--- config.mk ---
export PLATFORM = sky130hd
export DESIGN_NAME = qti_blend
export DESIGN_NICKNAME = d
export VERILOG_FILES = /design/src/rtl/qti_pkg.sv /design/src/rtl/qti_blend.sv
export SDC_FILE = /design/constraint.sdc
export NUM_CORES = 2
export LEC_CHECK = 0
export BUFFER_PORTS_ARGS = -buffer_cell sky130_fd_sc_hd__buf_2
export CORE_MARGIN = 5
export CORE_UTILIZATION = 70
export DETAILED_ROUTE_END_ITERATION = 10
export PLACE_DENSITY = 0.89
export SYNTH_ARGS = -nofsm -noshare
export SYNTH_HDL_FRONTEND = slang
export SYNTH_SLANG_ARGS = --single-unit
--- constraint.sdc ---
create_clock -name i_clk -period 30.1 [get_ports i_clk]
set_input_delay 9.03 -clock i_clk [delete_from_list [all_inputs] [get_ports i_clk]]
set_output_delay 9.03 -clock i_clk [all_outputs]
set_load 0.02 [all_outputs]
--- src/rtl/qti_pkg.sv ---
`timescale 1ns / 1ps
`default_nettype none
package qti_pkg;

    localparam int CMD_W   = 2;
    localparam int AXSEL_W = 2;
    localparam int ADDR_W  = 12;
    localparam int VAL_W   = 32;
    localparam int SIZE_W  = 7;
    localparam int CFG_IDX_W = 2;
    localparam int WGT_W   = 17;
    localparam int FRAC_W  = 16;
    localparam int NUM_AXES = 4;

    localparam logic [CMD_W-1:0] CMD_AXIS_WR  = 2'd0;
    localparam logic [CMD_W-1:0] CMD_TABLE_WR = 2'd1;
    localparam logic [CMD_W-1:0] CMD_QUERY    = 2'd2;

    localparam logic [CFG_IDX_W-1:0] REG_SIZE_Z  = 2'd0;
    localparam logic [CFG_IDX_W-1:0] REG_SIZE_GZ = 2'd1;
    localparam logic [CFG_IDX_W-1:0] REG_SIZE_C  = 2'd2;
    localparam logic [CFG_IDX_W-1:0] REG_SIZE_K  = 2'd3;

    localparam logic [WGT_W-1:0] WEIGHT_ONE = 17'h10000;

    typedef logic [VAL_W-1:0] t_val;
    typedef logic [WGT_W-1:0] t_wgt;

endpackage
`default_nettype wire

--- src/rtl/qti_blend.sv ---
`timescale 1ns / 1ps
`default_nettype none
module qti_blend (
    input  wire                         i_clk,
    input  wire                         i_rst_n,
    input  wire                         i_start,
    input  wire [qti_pkg::VAL_W-1:0]    i_lo,
    input  wire [qti_pkg::VAL_W-1:0]    i_hi,
    input  wire [qti_pkg::WGT_W-1:0]    i_wgt,
    output logic                        o_done,
    output logic [qti_pkg::VAL_W-1:0]   o_res
);
    import qti_pkg::*;

    localparam int PROD_W = VAL_W + 1 + WGT_W + 1;

    logic                     r_stage;
    logic                     r_done;
    logic signed [PROD_W-1:0] r_prod;
    logic [VAL_W-1:0]         r_lo;
    logic [VAL_W-1:0]         r_res;
    logic signed [VAL_W:0]    diff;

    // lo * (1 - w) + hi * w is lo + (hi - lo) * w, with a floor shift.
    assign diff = $signed({i_hi[VAL_W-1], i_hi}) - $signed({i_lo[VAL_W-1], i_lo});

    always_ff @(posedge i_clk) begin
        if (!i_rst_n) begin
            r_stage <= 1'b0;
            r_done  <= 1'b0;
        end else begin
            r_stage <= i_start;
            r_done  <= r_stage;
        end
    end

    always_ff @(posedge i_clk) begin
        if (i_start) begin
            r_prod <= PROD_W'(diff * $signed({1'b0, i_wgt}));
            r_lo   <= i_lo;
        end
        if (r_stage) begin
            r_res <= r_lo + r_prod[FRAC_W+VAL_W-1:FRAC_W];
        end
    end

    assign o_done = r_done;
    assign o_res  = r_res;
endmodule
`default_nettype wire

==> results.md <==
- Status: finished clean
- Cell taking the most area after synthesis: fa_1
- Max FO, Critical Path: 25
- Final period util: 0.593
- Root buffer cell: clkbuf_16
- Synth warn: 0
- Placeable Area: ~35000 sq um
- Clk buf depth: 2
- Crit path required time: between 30000 and 40000 ps
- Synth Area in Compound Gates: 0.0720
- Total track usage: 0.339
- CTS Sinks: 98
- DR pass1 iterations: 6
- DRC errors left: 0
- Wire length per cell: 20.1 um
- Register area share after synthesis: 0.118
- Largest net degree at the start of global routing: 66
- CTS tree: yes
- NumNets Final: between 3000 and 4000
- Mapped cell area: 24700 sq um
- Cell mode on critical path: fa_1
- Netlist cell types: slightly above 70
- RSZ-0062 raised after global routing: no
- Clock-pin transition on the worst setup and hold timing paths: around 70 ps
- Worst rel slew slack: 0.235
- XOR/XNOR Fraction of Synth Area: 0.0353
- Vias in the first global route: 21100
- Drt first-iter violations: ~1500
- Die Span Y: between 150 and 200 um
- Area grow syn2layout: 5.92%
- Post-Layout Cell Count: 3168
- Final setup viols: 0
- Routed WL: roughly 64000 um
- DP Area: between 20000 and 30000 sq um
- Max incr delay on CP: 690 ps
- Peak Freq: between 50 and 60 MHz
- Die width: 198 um
- Tmin final: around 18000 ps
- Yosys reg bits: a little under 100
- WS Path Type: in2reg
- CTS Buf Count: 9
- Post-synth EDFFs: 96
- Gr ovfl total: 0
- Ys async rst share: 0
- Startpoint Class: input pin
- Synth Net Count: 3420
- Multiplexer area fraction after synthesis: 0
- Avg Cell Area, Syn: a little over 9 sq um
- Minimum hold slack: between 500 and 600 ps
- Slowest stage cell, crit path: fa_1
- Critical Path Sink Type: flop
- Hold Path Class: reg2reg
- Setup TNS: 0 ps
- Post-cts hold buffer count: 0
- Top cells by area, synth: fa_1 42%, edfxtp_1 12%, inv_1 9.8%
- Fraction of the mapped netlist area in adder cells: 0.506
- First-pass GRT wire length: about 110000 um
- Die area: between 30000 and 40000 sq um
- Cells after DPL: 3152
- Cells after Synth: about 2600
- Drt via density: roughly 6.0
- Post-CTS setup buffer count: 0
- Starting density of the core: 0.712
- Post-synth top area share: 0.418
- Largest family of logic cells by synthesized area: adder cells
- Post-DP HPWL: just under 50000 um
- Io pins: 117
- Layout cells sized above 1: 0.0741
- H-tree Lvls: 3
- Final Hold Fails: 0
- Resized Gates After CTS: 0
- Routability cong.: 0.945
- ANT cells: 0
- Clock latency on the worst-skew pair: roughly 360 ps
- Initial antenna violation count: 0
- Fin Clk Skew: 7.42 ps
- Max-Cap Viols: 0
- Worst-margin pin slew: around 1100 ps
- Site Rows: 68
- Post-Synth Simple-Gate Area: 0.156
- Fin. max-slew vios: 0
- ANT nets after route: 0
- Top FF cell, synth: edfxtp_1
- Port bufs: approximately 120
- Routed vias: around 19000
- CP Data Arrival Time: around 18000 ps
- Post-route cell area: 26200 sq um
==> cell usage in the layout (no fill, tap or decap), types with 12 or more instances in the layout <==
master    synthesis  final
xnor2_2           0     16
nand4_1          12     12
a21oi_1          85     85
nor2_1           44     44
buf_4             1     28
nand2_1         305    305
xnor2_1          73     57
edfxtp_1         96     96
o21ai_0          45     45
ha_1            173    173
xor2_1           24     22
buf_2             3    116
a21o_1           39     39
nor3_1           15     15
nand3_1          13     13
fa_1            516    516
nor2b_1          48     48
inv_1           648    648
nand2b_1         27     27
and2_1          264    264
==> stage by stage <==
stage / util / setup slack [ps]
after floorplan: - / 13240
after global placement: 0.744 / 12270
after detailed placement: 0.744 / 11970
after CTS: 0.754 / 12360
after global routing: 0.754 / 11820
final: 0.754 / 12240
==> routing by layer <==
layer,GRT usage,vias to the layer above,wire length (um)
met5,0,-,0
met4,0.153,0,3160
met3,0.0841,273,7500
met2,0.558,1245,30400
met1,0.427,9303,22700
li1,-,8059,-
==> worst max-delay path: cells and delay by family <==
family	cells	cell delay (ps)
compound gates	12	2960
simple gates	6	1110
xor+xnor	1	350
fa+ha+maj	8	3830
buf+inv	5	660
==> Yosys cell counts, drive strengths merged, types with 2 or more instances <==
library cell,count
a211oi,10
o2111ai,3
a22oi,2
and3,9
nand4,12
a21boi,4
nor4,4
edfxtp,96
a211o,2
ha,173
o41ai,2
o31a,2
inv,648
a31oi,10
nor3,15
nand3,13
nand3b,2
fa,516
dfxtp,2
or2,4
o311ai,3
a221oi,3
o21bai,8
and2,266
xnor2,73
o21a,10
nor2,45
nand2b,27
o211ai,6
a21oi,86
or3,3
nor2b,48
a41oi,3
clkbuf,88
a221o,2
xor2,24
nand2,305
buf,6
a21o,40
o21ai,53
a31o,3
==> final timing paths <==
| check | from | end | slack [ps] | depth (start not counted) |
|---|---|---|---|---|
| setup / recovery | i_lo[0] | r_prod[47] | 12240 | 32 |
| setup reg to reg | r_lo[0] | o_res[30] | 26440 | 13 |
| hold / removal | r_prod[16] | o_res[0] | 560 | 1 |
| hold reg to reg | r_prod[16] | o_res[0] | 560 | 1 |
==> flip-flops by register name, summed over array words and instances (netlist names) <==
name     cells
r_stage      1
o_res       32
r_lo        32
r_prod      32
o_done       1
==> cell type report <==
type	count	area [sq um]
Clock buffer	11	243
Tap cell	455	569
Clock inverter	5	86.3
Sequential cell	98	2920
Inverter	648	2430
Timing Repair Buffer	144	791
Fill cell	2148	8540
Multi-Input combinational cell	1807	19100
==> cell families after synthesis <==
family,count (synthesis)
XOR/XNOR,98
flip-flops,98
AND/OR/NAND/NOR,757
adder cells (fa/ha/maj),689
AO/OA/AOI/OAI,263
buffers and inverters,742
Power is not shown: default switching activity piles up to over one toggle a cycle in this logic, so the estimate is an artifact.
