[src/rtl/qti_pkg.sv]
`timescale 1ns / 1ps
`default_nettype none
package qti_pkg;

    localparam int CMD_W   = 2;
    localparam int AXSEL_W = 2;
    localparam int ADDR_W  = 12;
    localparam int VAL_W   = 32;
    localparam int SIZE_W  = 7;
    localparam int CFG_IDX_W = 2;
    localparam int WGT_W   = 17;
    localparam int FRAC_W  = 16;
    localparam int NUM_AXES = 4;

    localparam logic [CMD_W-1:0] CMD_AXIS_WR  = 2'd0;
    localparam logic [CMD_W-1:0] CMD_TABLE_WR = 2'd1;
    localparam logic [CMD_W-1:0] CMD_QUERY    = 2'd2;

    localparam logic [CFG_IDX_W-1:0] REG_SIZE_Z  = 2'd0;
    localparam logic [CFG_IDX_W-1:0] REG_SIZE_GZ = 2'd1;
    localparam logic [CFG_IDX_W-1:0] REG_SIZE_C  = 2'd2;
    localparam logic [CFG_IDX_W-1:0] REG_SIZE_K  = 2'd3;

    localparam logic [WGT_W-1:0] WEIGHT_ONE = 17'h10000;

    typedef logic [VAL_W-1:0] t_val;
    typedef logic [WGT_W-1:0] t_wgt;

endpackage
`default_nettype wire

[src/rtl/qti_wdiv.sv]
`timescale 1ns / 1ps
`default_nettype none
module qti_wdiv (
    input  wire                          i_clk,
    input  wire                          i_rst_n,
    input  wire                          i_start,
    input  wire [qti_pkg::VAL_W:0]       i_num,
    input  wire [qti_pkg::VAL_W:0]       i_den,
    output logic                         o_done,
    output logic [qti_pkg::FRAC_W-1:0]   o_quot
);
    import qti_pkg::*;

    localparam int CNT_W = $clog2(FRAC_W);

    logic             r_busy;
    logic             r_done;
    logic [VAL_W+1:0] r_rem;
    logic [VAL_W:0]   r_den;
    logic [FRAC_W-1:0] r_quot;
    logic [CNT_W-1:0] r_cnt;
    logic [VAL_W+1:0] shifted;
    logic             fits;

    // One quotient bit per cycle; the numerator is below the divisor.
    assign shifted = {r_rem[VAL_W:0], 1'b0};
    assign fits    = shifted >= {1'b0, r_den};

    always_ff @(posedge i_clk) begin
        if (!i_rst_n) begin
            r_busy <= 1'b0;
            r_done <= 1'b0;
        end else begin
            r_done <= 1'b0;
            if (i_start) begin
                r_busy <= 1'b1;
                r_cnt  <= '0;
            end else if (r_busy) begin
                r_cnt <= r_cnt + 1'b1;
                if (r_cnt == CNT_W'(FRAC_W - 1)) begin
                    r_busy <= 1'b0;
                    r_done <= 1'b1;
                end
            end
        end
    end

    always_ff @(posedge i_clk) begin
        if (i_start) begin
            r_rem  <= {1'b0, i_num};
            r_den  <= i_den;
            r_quot <= '0;
        end else if (r_busy) begin
            r_rem  <= fits ? (shifted - {1'b0, r_den}) : shifted;
            r_quot <= {r_quot[FRAC_W-2:0], fits};
        end
    end

    assign o_done = r_done;
    assign o_quot = r_quot;
endmodule
`default_nettype wire

[config.mk]
export PLATFORM = sky130hd
export DESIGN_NAME = qti_wdiv
export DESIGN_NICKNAME = d
export VERILOG_FILES = /design/src/rtl/qti_pkg.sv /design/src/rtl/qti_wdiv.sv
export SDC_FILE = /design/constraint.sdc
export NUM_CORES = 1
export LEC_CHECK = 0
export BUFFER_PORTS_ARGS = -buffer_cell sky130_fd_sc_hd__buf_2
export CAP_MARGIN = 20
export CELL_PAD_IN_SITES_DETAIL_PLACEMENT = 0
export CELL_PAD_IN_SITES_GLOBAL_PLACEMENT = 1
export CORE_ASPECT_RATIO = 0.6
export CORE_MARGIN = 3
export CORE_UTILIZATION = 45
export DETAILED_ROUTE_END_ITERATION = 8
export PLACE_DENSITY_LB_ADDON = 0.1
export SYNTH_ARGS = -nofsm -noshare
export SYNTH_HDL_FRONTEND = slang
export SYNTH_SLANG_ARGS = --single-unit
[constraint.sdc]
create_clock -name i_clk -period 3.4 [get_ports i_clk]
set_clock_uncertainty 0.1 [all_clocks]
set_input_delay 1.02 -clock i_clk [delete_from_list [all_inputs] [get_ports i_clk]]
set_output_delay 1.02 -clock i_clk [all_outputs]
set_load 0.01 [all_outputs]
==> flow_metrics.py <==
metrics = {
    "global_routing": {
        "grt_pass1_vias": 4126,
        "grt_max_degree": 34,
        "grt_util_all_layers_pct": 19.29,
        "antenna_found_initial": 0,
        "grt_pass1_wl_mm": 21.07,
        "gr-total-overflow": 0,
    },
    "worst_setup_path": {
        "timing.rr.start": "r_den[1]",
        "r2r_cells": 12,
        "crit_start": "r_den[1]",
        "worstSetupPathType": "reg2reg",
        "cp_data_arrival_time_ns": 3.34,
        "crit_required_ns": 3.40,
        "cp_cell_sequence": "fa_2 -> nor2b_4 -> o21bai_4 -> a21oi_4 -> o211ai_2 -> a2111o_1 -> nand2_2 -> a31o_4 -> buf_12 -> buf_8 -> mux2_4 -> mux2_2",
        "worstPathMaxFanout": 5,
        "critical-path-max-stage-delay_ns": 0.46,
        "worst-path-buf-inv": 2,
        "path_depth": 12,
        "cp_top_family": "compound AO/OA/AOI/OAI gates",
        "end_kind": "register",
        "crit_path_start_kind": "register",
        "crit_slowest_cell": "a2111o_1",
    },
    "place": {
        "place_congestion": 0.8750,
        "placed_area_um2": 6210,
        "dpl.hpwl_mm": 9.860,
        "dp.cells": 760,
        "port_buffers": 85,
    },
    "power_and_ir_drop": {
        "power_mw": 5.072,
        "power_leakage_nw": 2.892,
        "pwr_density_cell_nw_per_um2": 759.5,
        "ir_drop_v": 0.0002703,
    },
    "floorplan": {
        "dieWidth_um": 149.4,
        "floorplan.initialDensity_pct": 47.57,
        "core_area_um2": 11670,
        "rows": 30,
        "die_area_um2": 13750,
        "dieHeight_um": 92.05,
        "io_pins": 86,
    },
    "sta": {
        "rsz0062_at_grt": "yes",
        "slew_headroom_pct": 61.41,
        "clock.fmax_mhz": 298.9,
        "hold-worst-slack_ns": 0.4071,
        "worst_pin_slew_ns": 0.5716,
        "finalHoldViolations": 0,
        "fin_crit_sh_pct": 98.40,
        "fin_crit_ns": 3.346,
        "setup_viol": 0,
        "slew_viol_final": 0,
    },
    "clock_network": {
        "htreeDepth": 3,
        "clkSlewWorstSetupHoldPaths_ns": 0.08,
        "cts_made_buffers": 9,
        "cts_max_path_buffers": 2,
        "cts_tree": "done",
        "insertion_delay_ns": 0.35,
        "cts.sinks": 88,
        "cts_root_buf": "clkbuf_16",
    },
    "finish": {
        "syn_to_final_growth_pct": 20.26,
        "fin_nets": 725,
        "drive_gt1_share_pct": 29.87,
        "n_antenna_cell": 0,
        "fillers": 1010,
        "instances_no_fill": 786,
        "finalInstanceArea_um2": 6678,
    },
    "drt": {
        "drcViolationCount": 0,
        "ant_nets": 0,
        "route.vias.total": 4220,
        "totalWireLength_mm": 13.34,
        "first_iter_violations": 242,
        "viasPerCell": 5.369,
        "post_drt_wl_per_cell_um": 16.97,
        "drtPass1Iterations": 5,
    },
    "job": {
        "drv_cap": 0,
    },
    "synthesis": {
        "ys.flop_type": "edfxtp_1",
        "synth_cell_type_count": 60,
        "yosys_warnings": 0,
        "synthesis.area_um2": 5553,
        "syn_nets": 632,
        "syn_avg_cell_area_um2": 10.52,
        "synth_edf_count": 70,
        "ys_seq_area_share_pct": 44.34,
        "async_reset_ff_share_pct": 0,
        "synth_seq_cells": 88,
        "syn_inst": 528,
    },
    "worst_hold_path": {
        "hp-class": "reg2reg",
        "hold_depth": 2,
        "holdCritStartpoint": "o_quot[15]",
    },
    "outcome": {
        "outcome": "completed",
    },
}
path summary, 6_finish.rpt:
| kind | slack [ns] | to |
|---|---|---|
| min reg2reg | 0.41 | o_quot[15] |
| min | 0.41 | o_quot[15] |
| max | 0.05 | r_rem[5] |
| max reg2reg | 0.05 | r_rem[5] |
tightest hold or removal path, delay by kind of cell, from the launching register on:
kind,cells,cell delay [ns]
flops,1,0.33
mux,1,0.06
simple gates,1,0.08
logic make-up (layout without fill, tap and decap cells):
| family | count (synthesis) | count (layout) | share of synthesized area, % |
|---|---|---|---|
| simple gates | 131 | 131 | 11.29 |
| xor+xnor | 30 | 30 | 4.732 |
| fa+ha+maj | 35 | 35 | 8.022 |
| compound gates | 116 | 116 | 13.81 |
| flops | 88 | 88 | 44.34 |
| mux | 59 | 59 | 12.75 |
| buf+inv | 69 | 167 | 5.047 |
stage by stage:
stage / setup WS (ns) / setup TNS (ns) / util [%]
6_report: 0.05441 / 0 / 57.20
5_1_grt: -0.04621 / -0.3137 / 57.20
4_1_cts: 0.02029 / 0 / 55.82
3_5_place_dp: -0.01852 / -0.1260 / 53.19
3_3_place_gp: 0.08621 / 0 / 53.19
2_1_floorplan: 0.3056 / 0 / -
repair_timing:
item | 4_1_cts | 5_1_grt
gates resized for setup | 1 | 22
pin swaps | 1 | 5
buffers inserted | 1 | 11
setup endpoints to repair | 17 | 21
hold buffers | 0 | 0
cells in the mapped netlist, drive strengths merged, types with 2 or more instances:
cell | number | area (µm²)
xor2 | 8 | 70.07
and3 | 4 | 25.02
a21oi | 41 | 212.7
o21bai | 4 | 30.03
o211ai | 2 | 20.02
o31ai | 5 | 37.54
o21a | 5 | 37.54
mux2 | 40 | 518.0
xnor2 | 22 | 192.7
or2 | 2 | 12.51
nor2b | 9 | 56.30
a21o | 7 | 52.55
and2 | 2 | 12.51
a211oi | 4 | 35.03
a21boi | 3 | 22.52
o2111ai | 2 | 17.52
nor2 | 45 | 168.9
a221o | 4 | 40.04
ha | 34 | 425.4
nor3 | 4 | 20.02
clkbuf | 17 | 63.81
mux2i | 19 | 190.2
a31oi | 3 | 18.77
edfxtp | 70 | 2102
inv | 43 | 161.4
o21ai | 24 | 120.1
nand4 | 8 | 50.05
dfxtp | 18 | 360.4
nor4 | 2 | 12.51
buf | 9 | 55.05
a221oi | 2 | 17.52
nor3b | 4 | 30.03
nand3 | 8 | 40.04
nand2b | 5 | 31.28
nand2 | 33 | 126.4
report_power, final:
group          leakage [nW]  switching, mW  internal, mW
logic                  1.90           1.29          1.26
registers             0.839          0.112          1.41
clock network         0.148          0.485         0.520
total                  2.89           1.88          3.19
metal layers:
| layer | GRT usage [%] | share of wire, % | up-vias |
|---|---|---|---|
| li1 | - | - | 2095 |
| met1 | 30.45 | 54 | 1998 |
| met2 | 26.65 | 40 | 115 |
| met3 | 4.049 | 5.2 | 12 |
| met4 | 4.417 | 0.91 | 0 |
| met5 | 0 | 0 | - |
area by class of cell:
type / count / area, µm² / area share (%)
repair buffers: 108 / 665.6 / 9.968
inverters: 43 / 161.4 / 2.417
multi-input cells: 371 / 2892 / 43.30
flip-flops and latches: 88 / 2462 / 36.87
clock buffers: 9 / 225.2 / 3.373
well taps: 160 / 200.2 / 2.998
clock inverters: 7 / 71.32 / 1.068
flip-flops by register name, summed over array words and instances, names as in the netlist:
| register | count |
|---|---|
| o_quot | 16 |
| r_rem | 33 |
| r_cnt | 4 |
| r_busy | 1 |
| r_den | 33 |
| o_done | 1 |
cells in the final DEF, fill, tap and decap left out, types with 3 or more instances in the layout:
master     instances
a31oi_1            3
xor2_1             8
mux2_4            18
and3_1             4
xnor2_1           22
a21oi_2            4
ha_1              27
mux2i_1           19
nand3_1            8
nor2b_1            7
edfxtp_1          70
nand4_1            8
ha_2               5
o21bai_1           3
o31ai_1            5
buf_12             4
a21o_1             7
nor3_1             4
nand2_1           32
a211oi_1           3
a221o_1            4
nand2b_1           5
nor2_1            45
mux2_2            22
buf_2             84
buf_4             17
o21ai_0           21
dfxtp_1           18
nor3b_1            4
inv_1             43
clkbuf_16          9
o21a_1             5
o21ai_1            3
a21oi_1           36
Power figures use the tool's default switching activity.
